--- src/design/s5h_pkg.sv ---
// Shared types, codes and constants for the SOCKS5 server handshake block.
`timescale 1ns / 1ps
package s5h_pkg;

    localparam int QUEUE_DEPTH = 4;
    localparam int MAX_RESULTS = 12;
    localparam int IDX_W       = $clog2(MAX_RESULTS);

    // result kinds
    localparam logic [2:0] K_REPLY   = 3'd0;
    localparam logic [2:0] K_ADDR    = 3'd1;
    localparam logic [2:0] K_SUMMARY = 3'd2;
    localparam logic [2:0] K_STATUS  = 3'd3;
    localparam logic [2:0] K_PAYLOAD = 3'd4;

    // status codes
    localparam logic [3:0] ST_DONE         = 4'd0;
    localparam logic [3:0] ST_BAD_VERSION  = 4'd1;
    localparam logic [3:0] ST_NO_METHODS   = 4'd2;
    localparam logic [3:0] ST_NO_ACCEPT    = 4'd3;
    localparam logic [3:0] ST_UNKNOWN_CMD  = 4'd4;
    localparam logic [3:0] ST_UNSUPPORTED  = 4'd5;
    localparam logic [3:0] ST_ZERO_DOMAIN  = 4'd6;
    localparam logic [3:0] ST_UNKNOWN_ATYP = 4'd7;
    localparam logic [3:0] ST_PEER_CLOSED  = 4'd8;

    // protocol bytes
    localparam logic [7:0] SOCKS_VER       = 8'h05;
    localparam logic [7:0] METHOD_NO_AUTH  = 8'h00;
    localparam logic [7:0] METHOD_NONE     = 8'hFF;
    localparam logic [7:0] REP_OK          = 8'h00;
    localparam logic [7:0] REP_UNSUPPORTED = 8'h07;
    localparam logic [7:0] RSV_BYTE        = 8'h00;
    localparam logic [7:0] CMD_CONNECT     = 8'h01;
    localparam logic [7:0] CMD_BIND        = 8'h02;
    localparam logic [7:0] CMD_UDP         = 8'h03;
    localparam logic [7:0] ATYP_IPV4       = 8'h01;
    localparam logic [7:0] ATYP_DOMAIN     = 8'h03;
    localparam logic [7:0] ATYP_IPV6       = 8'h04;

    // destination kinds in the summary
    localparam logic [1:0] DK_IPV4   = 2'd0;
    localparam logic [1:0] DK_DOMAIN = 2'd1;
    localparam logic [1:0] DK_IPV6   = 2'd2;

    localparam logic [7:0] IPV4_LEN = 8'd4;
    localparam logic [7:0] IPV6_LEN = 8'd16;

    typedef struct packed {
        logic [7:0] rx_byte;
        logic       peer_closed;
    } t_in_item;

    typedef struct packed {
        logic [2:0]  kind;
        logic [7:0]  data;
        logic [1:0]  addr_kind;
        logic [7:0]  address_length;
        logic [15:0] dest_port;
        logic [3:0]  status;
        logic        last;
    } t_out_item;

    typedef enum logic [2:0] {
        JOB_SINGLE,
        JOB_FAIL,
        JOB_METHOD_OK,
        JOB_METHOD_BAD,
        JOB_FINISH
    } t_job_op;

    typedef struct packed {
        t_job_op     op;
        logic [2:0]  kind;
        logic [7:0]  data;
        logic [3:0]  status;
        logic [1:0]  addr_type;
        logic [7:0]  addr_len;
        logic [15:0] port;
        logic        reject;
    } t_job;

    typedef struct packed {
        logic full;
        logic empty;
    } t_q_status;

endpackage

--- src/design/s5h_front.sv ---
// Front end: parses client bytes and queues one job per byte that causes results.
`timescale 1ns / 1ps
module s5h_front (
    input  logic              i_clk,
    input  logic              i_rst_n,
    input  logic              i_accept,
    input  s5h_pkg::t_in_item i_item,
    output logic              o_push,
    output s5h_pkg::t_job     o_job
);
    import s5h_pkg::*;

    typedef enum logic [2:0] {
        PH_GREET,
        PH_METHODS,
        PH_REQ,
        PH_ADDR,
        PH_PORT,
        PH_OPEN,
        PH_CLOSED
    } t_phase;

    t_phase     r_phase, n_phase;
    logic [2:0] r_count, n_count;
    logic [7:0] r_methods_left, n_methods_left;
    logic       r_none_offered, n_none_offered;
    logic [7:0] r_hdr [4];
    logic [7:0] n_hdr [4];
    logic       r_reject, n_reject;
    logic [1:0] r_dest_kind, n_dest_kind;
    logic [7:0] r_addr_left, n_addr_left;
    logic [7:0] r_addr_total, n_addr_total;
    logic [7:0] r_port_hi, n_port_hi;
    logic [7:0] b;

    assign b = i_item.rx_byte;

    always_comb begin
        n_phase        = r_phase;
        n_count        = r_count;
        n_methods_left = r_methods_left;
        n_none_offered = r_none_offered;
        n_hdr          = r_hdr;
        n_reject       = r_reject;
        n_dest_kind    = r_dest_kind;
        n_addr_left    = r_addr_left;
        n_addr_total   = r_addr_total;
        n_port_hi      = r_port_hi;
        o_push         = 1'b0;
        o_job          = '0;
        o_job.op       = JOB_SINGLE;

        if (i_accept && r_phase != PH_CLOSED) begin
            if (i_item.peer_closed) begin
                n_phase = PH_CLOSED;
                if (r_phase != PH_OPEN) begin
                    o_push       = 1'b1;
                    o_job.op     = JOB_FAIL;
                    o_job.status = ST_PEER_CLOSED;
                end
            end else begin
                unique case (r_phase)
                    PH_GREET: begin
                        if (r_count == 3'd0) begin
                            n_hdr[0] = b;
                            n_count  = 3'd1;
                        end else begin
                            n_count = 3'd0;
                            if (r_hdr[0] != SOCKS_VER) begin
                                n_phase      = PH_CLOSED;
                                o_push       = 1'b1;
                                o_job.op     = JOB_FAIL;
                                o_job.status = ST_BAD_VERSION;
                            end else if (b == 8'd0) begin
                                n_phase      = PH_CLOSED;
                                o_push       = 1'b1;
                                o_job.op     = JOB_FAIL;
                                o_job.status = ST_NO_METHODS;
                            end else begin
                                n_methods_left = b;
                                n_none_offered = 1'b0;
                                n_phase        = PH_METHODS;
                            end
                        end
                    end
                    PH_METHODS: begin
                        n_none_offered = r_none_offered | (b == METHOD_NO_AUTH);
                        n_methods_left = r_methods_left - 8'd1;
                        if (r_methods_left == 8'd1) begin
                            o_push = 1'b1;
                            if (n_none_offered) begin
                                o_job.op = JOB_METHOD_OK;
                                n_phase  = PH_REQ;
                                n_count  = 3'd0;
                            end else begin
                                o_job.op = JOB_METHOD_BAD;
                                n_phase  = PH_CLOSED;
                            end
                        end
                    end
                    PH_REQ: begin
                        if (!r_count[2]) begin
                            n_hdr[r_count[1:0]] = b;
                            n_count             = r_count + 3'd1;
                        end else begin
                            n_count  = 3'd0;
                            o_job.op = JOB_FAIL;
                            n_phase  = PH_CLOSED;
                            if (r_hdr[0] != SOCKS_VER || r_hdr[2] != RSV_BYTE) begin
                                o_push       = 1'b1;
                                o_job.status = ST_BAD_VERSION;
                            end else if (r_hdr[1] != CMD_CONNECT && r_hdr[1] != CMD_BIND
                                         && r_hdr[1] != CMD_UDP) begin
                                o_push       = 1'b1;
                                o_job.status = ST_UNKNOWN_CMD;
                            end else if (r_hdr[3] == ATYP_DOMAIN) begin
                                if (b == 8'd0) begin
                                    o_push       = 1'b1;
                                    o_job.status = ST_ZERO_DOMAIN;
                                end else begin
                                    n_reject     = (r_hdr[1] != CMD_CONNECT);
                                    n_dest_kind  = DK_DOMAIN;
                                    n_addr_total = b;
                                    n_addr_left  = b;
                                    n_phase      = PH_ADDR;
                                end
                            end else if (r_hdr[3] == ATYP_IPV4 || r_hdr[3] == ATYP_IPV6) begin
                                n_reject     = (r_hdr[1] != CMD_CONNECT);
                                n_dest_kind  = (r_hdr[3] == ATYP_IPV4) ? DK_IPV4 : DK_IPV6;
                                n_addr_total = (r_hdr[3] == ATYP_IPV4) ? IPV4_LEN : IPV6_LEN;
                                n_addr_left  = n_addr_total - 8'd1;
                                n_phase      = PH_ADDR;
                                o_push       = 1'b1;
                                o_job.op     = JOB_SINGLE;
                                o_job.kind   = K_ADDR;
                                o_job.data   = b;
                            end else begin
                                o_push       = 1'b1;
                                o_job.status = ST_UNKNOWN_ATYP;
                            end
                        end
                    end
                    PH_ADDR: begin
                        o_push      = 1'b1;
                        o_job.kind  = K_ADDR;
                        o_job.data  = b;
                        n_addr_left = r_addr_left - 8'd1;
                        if (r_addr_left == 8'd1) begin
                            n_phase = PH_PORT;
                            n_count = 3'd0;
                        end
                    end
                    PH_PORT: begin
                        if (r_count == 3'd0) begin
                            n_port_hi = b;
                            n_count   = 3'd1;
                        end else begin
                            n_count         = 3'd0;
                            o_push          = 1'b1;
                            o_job.op        = JOB_FINISH;
                            o_job.addr_type = r_dest_kind;
                            o_job.addr_len  = r_addr_total;
                            o_job.port      = {r_port_hi, b};
                            o_job.reject    = r_reject;
                            n_phase         = r_reject ? PH_CLOSED : PH_OPEN;
                        end
                    end
                    PH_OPEN: begin
                        o_push     = 1'b1;
                        o_job.kind = K_PAYLOAD;
                        o_job.data = b;
                    end
                    default: begin
                        n_phase = PH_CLOSED;
                    end
                endcase
            end
        end
    end

    always_ff @(posedge i_clk) begin
        if (!i_rst_n) begin
            r_phase        <= PH_GREET;
            r_count        <= 3'd0;
            r_methods_left <= 8'd0;
            r_none_offered <= 1'b0;
            r_reject       <= 1'b0;
            r_dest_kind    <= DK_IPV4;
            r_addr_left    <= 8'd0;
            r_addr_total   <= 8'd0;
            r_port_hi      <= 8'd0;
        end else begin
            r_phase        <= n_phase;
            r_count        <= n_count;
            r_methods_left <= n_methods_left;
            r_none_offered <= n_none_offered;
            r_reject       <= n_reject;
            r_dest_kind    <= n_dest_kind;
            r_addr_left    <= n_addr_left;
            r_addr_total   <= n_addr_total;
            r_port_hi      <= n_port_hi;
        end
        r_hdr <= n_hdr;
    end

endmodule

--- src/design/s5h_fifo.sv ---
// Short job queue between the parser and the result sequencer.
`timescale 1ns / 1ps
module s5h_fifo #(
    parameter int DEPTH = s5h_pkg::QUEUE_DEPTH
) (
    input  logic               i_clk,
    input  logic               i_rst_n,
    input  logic               i_push,
    input  s5h_pkg::t_job      i_data,
    input  logic               i_pop,
    output s5h_pkg::t_job      o_head,
    output s5h_pkg::t_q_status o_status
);
    import s5h_pkg::*;

    localparam int PTR_W = $clog2(DEPTH);
    localparam int CNT_W = $clog2(DEPTH + 1);

    t_job             r_mem [DEPTH];
    logic [PTR_W-1:0] r_wr_ptr, r_rd_ptr;
    logic [CNT_W-1:0] r_count;

    assign o_head         = r_mem[r_rd_ptr];
    assign o_status.full  = (r_count == CNT_W'(DEPTH));
    assign o_status.empty = (r_count == '0);

    always_ff @(posedge i_clk) begin
        if (!i_rst_n) begin
            r_wr_ptr <= '0;
            r_rd_ptr <= '0;
            r_count  <= '0;
        end else begin
            if (i_push) begin
                r_wr_ptr <= (r_wr_ptr == PTR_W'(DEPTH - 1)) ? '0 : r_wr_ptr + 1'b1;
            end
            if (i_pop) begin
                r_rd_ptr <= (r_rd_ptr == PTR_W'(DEPTH - 1)) ? '0 : r_rd_ptr + 1'b1;
            end
            case ({i_push, i_pop})
                2'b10:   r_count <= r_count + 1'b1;
                2'b01:   r_count <= r_count - 1'b1;
                default: r_count <= r_count;
            endcase
        end
        if (i_push) begin
            r_mem[r_wr_ptr] <= i_data;
        end
    end

endmodule

--- src/design/s5h_back.sv ---
// Back end: expands each queued job into result items, one per cycle unless the output stalls.
`timescale 1ns / 1ps
module s5h_back (
    input  logic               i_clk,
    input  logic               i_rst_n,
    input  s5h_pkg::t_job      i_head,
    input  logic               i_empty,
    input  logic               i_stall,
    output logic               o_pop,
    output logic               o_valid,
    output s5h_pkg::t_out_item o_item
);
    import s5h_pkg::*;

    localparam logic [IDX_W-1:0] FINISH_LAST = IDX_W'(MAX_RESULTS - 1);

    logic [IDX_W-1:0] r_idx;
    logic             r_valid;
    t_out_item        r_item;
    t_out_item        n_item;
    logic             adv;

    assign adv     = !i_empty && (!r_valid || !i_stall);
    assign o_pop   = adv && n_item.last;
    assign o_valid = r_valid;
    assign o_item  = r_item;

    always_comb begin
        n_item      = '0;
        n_item.kind = K_REPLY;
        unique case (i_head.op)
            JOB_SINGLE: begin
                n_item.kind = i_head.kind;
                n_item.data = i_head.data;
                n_item.last = 1'b1;
            end
            JOB_FAIL: begin
                n_item.kind   = K_STATUS;
                n_item.status = i_head.status;
                n_item.last   = 1'b1;
            end
            JOB_METHOD_OK: begin
                n_item.data = (r_idx == '0) ? SOCKS_VER : METHOD_NO_AUTH;
                n_item.last = (r_idx != '0);
            end
            JOB_METHOD_BAD: begin
                if (r_idx == IDX_W'(0)) begin
                    n_item.data = SOCKS_VER;
                end else if (r_idx == IDX_W'(1)) begin
                    n_item.data = METHOD_NONE;
                end else begin
                    n_item.kind   = K_STATUS;
                    n_item.status = ST_NO_ACCEPT;
                    n_item.last   = 1'b1;
                end
            end
            JOB_FINISH: begin
                if (r_idx == IDX_W'(0)) begin
                    n_item.kind           = K_SUMMARY;
                    n_item.addr_kind      = i_head.addr_type;
                    n_item.address_length = i_head.addr_len;
                    n_item.dest_port      = i_head.port;
                end else if (r_idx == IDX_W'(1)) begin
                    n_item.data = SOCKS_VER;
                end else if (r_idx == IDX_W'(2)) begin
                    n_item.data = i_head.reject ? REP_UNSUPPORTED : REP_OK;
                end else if (r_idx == IDX_W'(4)) begin
                    n_item.data = ATYP_IPV4;
                end else if (r_idx == FINISH_LAST) begin
                    n_item.kind   = K_STATUS;
                    n_item.status = i_head.reject ? ST_UNSUPPORTED : ST_DONE;
                    n_item.last   = 1'b1;
                end else begin
                    n_item.data = 8'h00;
                end
            end
            default: begin
                n_item.last = 1'b1;
            end
        endcase
    end

    always_ff @(posedge i_clk) begin
        if (!i_rst_n) begin
            r_valid <= 1'b0;
            r_idx   <= '0;
        end else begin
            if (adv) begin
                r_valid <= 1'b1;
                r_idx   <= n_item.last ? '0 : r_idx + 1'b1;
            end else if (!i_stall) begin
                r_valid <= 1'b0;
            end
        end
        if (adv) begin
            r_item <= n_item;
        end
    end

endmodule

--- src/design/socks5_server_handshake.sv ---
// Top level of the SOCKS5 server handshake block.
`timescale 1ns / 1ps
// One client byte is taken per cycle while the job queue (QUEUE_DEPTH entries)
// has room; results leave through a registered output at one per cycle while
// the output is not stalled. A byte that causes several results holds the
// result sequencer until all have left: two or three for the method reply,
// twelve for the request reply, one otherwise, so a run of such bytes stalls
// input once the queue fills. The first result of a byte passes through the
// job queue and then the output register. After a failure or a peer close the
// block ignores all input until reset.
module socks5_server_handshake #(
    parameter int QUEUE_DEPTH = s5h_pkg::QUEUE_DEPTH
) (
    input  logic               i_clk,
    input  logic               i_rst_n,
    input  logic               i_in_valid,
    input  s5h_pkg::t_in_item  i_in_item,
    output logic               o_in_stall,
    output logic               o_out_valid,
    output s5h_pkg::t_out_item o_out_item,
    input  logic               i_out_stall
);
    import s5h_pkg::*;

    t_job      front_job;
    t_job      q_head;
    t_q_status q_status;
    logic      in_accept;
    logic      push;
    logic      pop;

    assign o_in_stall = q_status.full;
    assign in_accept  = i_in_valid && !q_status.full;

    s5h_front u_front (
        .i_clk    (i_clk),
        .i_rst_n  (i_rst_n),
        .i_accept (in_accept),
        .i_item   (i_in_item),
        .o_push   (push),
        .o_job    (front_job)
    );

    s5h_fifo #(
        .DEPTH (QUEUE_DEPTH)
    ) u_fifo (
        .i_clk    (i_clk),
        .i_rst_n  (i_rst_n),
        .i_push   (push),
        .i_data   (front_job),
        .i_pop    (pop),
        .o_head   (q_head),
        .o_status (q_status)
    );

    s5h_back u_back (
        .i_clk   (i_clk),
        .i_rst_n (i_rst_n),
        .i_head  (q_head),
        .i_empty (q_status.empty),
        .i_stall (i_out_stall),
        .o_pop   (pop),
        .o_valid (o_out_valid),
        .o_item  (o_out_item)
    );

`ifndef ASSERT_OFF
    a_status_is_last: assert property (@(posedge i_clk) disable iff (!i_rst_n)
        (o_out_valid && o_out_item.kind == K_STATUS) |-> o_out_item.last)
        else $error("status result not marked last");

    a_summary_clean: assert property (@(posedge i_clk) disable iff (!i_rst_n)
        (o_out_valid && o_out_item.kind == K_SUMMARY)
            |-> (o_out_item.data == 8'h00 && o_out_item.status == ST_DONE
                 && !o_out_item.last))
        else $error("summary carries stray fields");

    a_queue_flags: assert property (@(posedge i_clk) disable iff (!i_rst_n)
        !(q_status.full && q_status.empty))
        else $error("queue full and empty together");

    a_pop_nonempty: assert property (@(posedge i_clk) disable iff (!i_rst_n)
        pop |-> !q_status.empty)
        else $error("pop from empty queue");
`endif

endmodule

--- config.mk ---
export PLATFORM = sky130hd
export DESIGN_NAME = socks5_server_handshake
export DESIGN_NICKNAME = d
export VERILOG_FILES = /design/src/design/s5h_pkg.sv /design/src/design/s5h_front.sv /design/src/design/s5h_fifo.sv /design/src/design/s5h_back.sv /design/src/design/socks5_server_handshake.sv
export SDC_FILE = /design/constraint.sdc
export NUM_CORES = 1
export LEC_CHECK = 0
export ABC_AREA = 1
export BUFFER_PORTS_ARGS = -buffer_cell sky130_fd_sc_hd__buf_2
export CAP_MARGIN = 25
export CORE_MARGIN = 4
export CORE_UTILIZATION = 25
export DETAILED_ROUTE_END_ITERATION = 12
export HOLD_SLACK_MARGIN = 0.15
export SLEW_MARGIN = 20
export SYNTH_ARGS = -nofsm -noshare
export SYNTH_HDL_FRONTEND = slang
export SYNTH_SLANG_ARGS = --single-unit
--- constraint.sdc ---
create_clock -name i_clk -period 3.6 [get_ports i_clk]
set_input_delay 0.36 -clock i_clk [delete_from_list [all_inputs] [get_ports i_clk]]
set_output_delay 0.36 -clock i_clk [all_outputs]
set_load 0.05 [all_outputs]
==> results.cfg <==
[timing]
period_share = 0.815
relSlewSlack = 0.350
finalSetupViolations = 0
fmax_mhz = 341
fin_skew_ns = 0.0123
hold_viol_final = 0
fin_crit_ns = 2.93
setup_tns_ns = 0
final_max_slew_viol_count = 0
worstMarginPinSlew_ns = 0.972
rsz0062_at_grt = no

[die]
dieArea_mm2 = 0.0563
ios = 57
die_w_um = 237
core_area_mm2 = 0.0517
rows = 83
start_util = 0.254
die_h_um = 237

[finish]
multi_input_area_mm2 = 0.00384
post-route-util = 0.297
synthToLayoutAreaGrowth_pct = 17.1
seq_area_mm2 = 0.00863
fill_cells = 5325
fin_nets = 1372
antennaDiodeCount = 0
drive_gt1_frac = 0.124

[global_route]
grt_max_degree = 66
grt_use_met2 = 0.189
grt.busiest_layer = met2
met1_usage = 0.150
use_met3 = 0.0191
grt_overflow_total = 0
grt_pass1_wl_mm = 50.4
antenna_found_initial = 1
grt_pass1_vias = 8791
track_usage = 0.112

[yosys]
ys_types = 38
synth_warnings = 0
async_reset_ff_frac = 0
syn_area_mm2 = 0.0131
avgSynthCellArea_um2 = 10.3
synth-seq-cells = 306
synth-seq-area-share = 0.657
syn_inst = 1271
synth_edf_count = 250
ys.flop_type = edfxtp_1
synth_fp_nets = 1303

[route]
routed_wl_mm = 32.6
drc_errors = 0
wl_per_cell_um = 15.9
via_per_inst = 4.42
first_pass_iters = 5
vias = 9042
first_iter_violations = 665
ant_nets = 0

[worst_setup_path]
crit_buf_inv = 4
slowest_delay_ns = 0.53
timing.critical_path.from_type = input port
crit_chain = dlygate4sd3_1, buf_2, inv_1, nand2_1, nor2_1, nand2_1, nand3_1, o21bai_1, nand3_2, nand2_2, ha_1, inv_1, fa_1, a21oi_1, o21ai_0, o21ai_0, a21oi_1
cp.required_ns = 4.01
endpoint_kind = flop
path_class = input port to flop
crit_family = buffers and inverters
cp.arrival_ns = 3.34
cp_max_fo = 7
cp_slowest_cell = dlygate4sd3_1

[cts]
cts_tree = yes
cts_buffer_depth = 3
clk_latency_ns = 0.52
cts.reportedPaths.clkPinSlew_ns = 0.06
h-tree-depth = 2
cts_setup_buffers = 0
root_buffer = clkbuf_16
cts_buffers = 34
cts.sinks = 306
ctsResizeCount = 0
holdBufCountCts = 5

[power_and_ir_drop]
p_comb_frac = 0.281
p_per_area_mw_per_mm2 = 714
power_switching_mw = 3.99
seqPwrFrac = 0.421
p_int_mw = 7.00
ir_worst_vdd_mv = 0.317
p_clk_frac = 0.298
leakagePower_nw = 5.71
switching_share = 0.363

[place]
hpwl_mm = 21.4
routabilityCongestion = 0.888
port_buffers = 56

[min_path]
min_path_type = input port to flop

[outcome]
status = finished, final reports clean

[flow_run]
cap_violations = 0
worst paths after layout:
path	depth (start not counted)	startpoint	slack [ns]	to
setup / recovery	17	i_in_item[8]	0.67	u_fifo.r_count[2]
setup reg to reg	17	flop	0.69	u_fifo.r_count[2]
hold reg to reg	2	u_front.r_addr_total[3]	0.46	u_front.r_addr_total[3]
hold / removal	1	i_in_item[5]	0.17	u_front.r_hdr[20]
power by group through the flow:
stage,clock (mW),sequential [mW],combinational (mW)
finish,3.27,4.63,3.08
global route,3.50,4.68,3.38
CTS,3.36,4.64,3.14
detailed placement,0,4.72,3.13
global placement,0,4.71,3.08
floorplan,0,5.57,1.37
cell usage after synthesis (3+ instances only):
library cell	number	share of area
nand3_2	5	0.0038
dfxtp_1	56	0.085
o21ai_0	133	0.051
o21ai_1	3	0.0011
inv_1	121	0.035
nor3_1	4	0.0015
nor2_2	3	0.0014
nand2_1	150	0.043
buf_4	4	0.0023
o22ai_1	14	0.0067
buf_2	9	0.0034
nor2_1	272	0.078
nand4_1	10	0.0048
edfxtp_1	250	0.57
nand2_2	9	0.0043
a21oi_1	82	0.031
nand3_1	57	0.022
buf_6	3	0.0026
ha_1	18	0.017
xor2_1	7	0.0047
nor2_4	4	0.0034
clkbuf_1	27	0.0077
inv_2	8	0.0023
flip-flops by register name, indices dropped and copies added, names as in the netlist, 4 cells and up, named ones only:
register	count
u_front.r_methods_left	8
u_front.r_addr_left	8
u_front.r_port_hi	8
u_back.r_idx	4
u_fifo.r_mem	176
u_back.o_item	42
u_front.r_hdr	32
u_front.r_addr_total	8
area by class of cell:
type	instances	share of cell area
sequential	306	0.561
multi-input combinational	789	0.250
clock buffer	44	0.0611
tap	680	0.0553
timing repair buffer	78	0.0330
inverter	131	0.0320
clock inverter	17	0.00756
per-stage QoR:
stage,total power [mW],worst slack [ns],cells,area (µm²),hold slack (ns)
3_5_place_dp,7.84,0.577,1979,14300,0.447
3_3_place_gp,7.79,0.522,1979,14300,0.443
6_report,11.0,0.667,2045,15400,0.167
4_1_cts,11.1,0.675,2045,15400,0.150
2_1_floorplan,6.95,0.00524,1271,13100,0.430
5_1_grt,11.6,0.381,2045,15400,0.174
per-layer routing:
layer	share of wire	up-vias
li1	-	4436
met1	0.45	4322
met2	0.48	237
met3	0.048	45
met4	0.020	2
met5	0.00021	-
placed cells by master (no fill, tap or decap), types with 3 or more instances in the layout:
cell           netlist  final
nor2_1             272    268
buf_12               0      4
xor2_1               7      7
inv_1              121    121
nor3_1               4      4
clkinv_1             1      5
o22ai_1             14     14
edfxtp_1           250    250
buf_4                4     13
inv_6                0      4
inv_2                8      8
nand2_1            150    150
nand3_2              5      5
dlygate4sd3_1        0      5
a21oi_1             82     82
o21ai_1              3      3
nand2_2              9      9
clkbuf_16            0     35
clkbuf_1            27      6
nand4_1             10     10
clkinv_2             1      5
buf_2                9     56
ha_1                18     18
dfxtp_1             56     55
clkbuf_8             0      3
nand3_1             57     57
o21ai_0            133    133
nor2_4               4      8
nor2_2               3      3
kinds of logic (layout without fill, tap and decap cells):
group / after synthesis / in the layout / synth area share
adders and majority gates: 19 / 19 / 0.0187
xor gates and xnor gates: 7 / 7 / 0.00467
AOI/OAI and AO/OA: 240 / 240 / 0.0945
buffers and inverters: 176 / 270 / 0.0541
DFF: 306 / 306 / 0.657
and+or+nand+nor: 523 / 523 / 0.171
No activity file was read; power rests on OpenSTA's default activity.
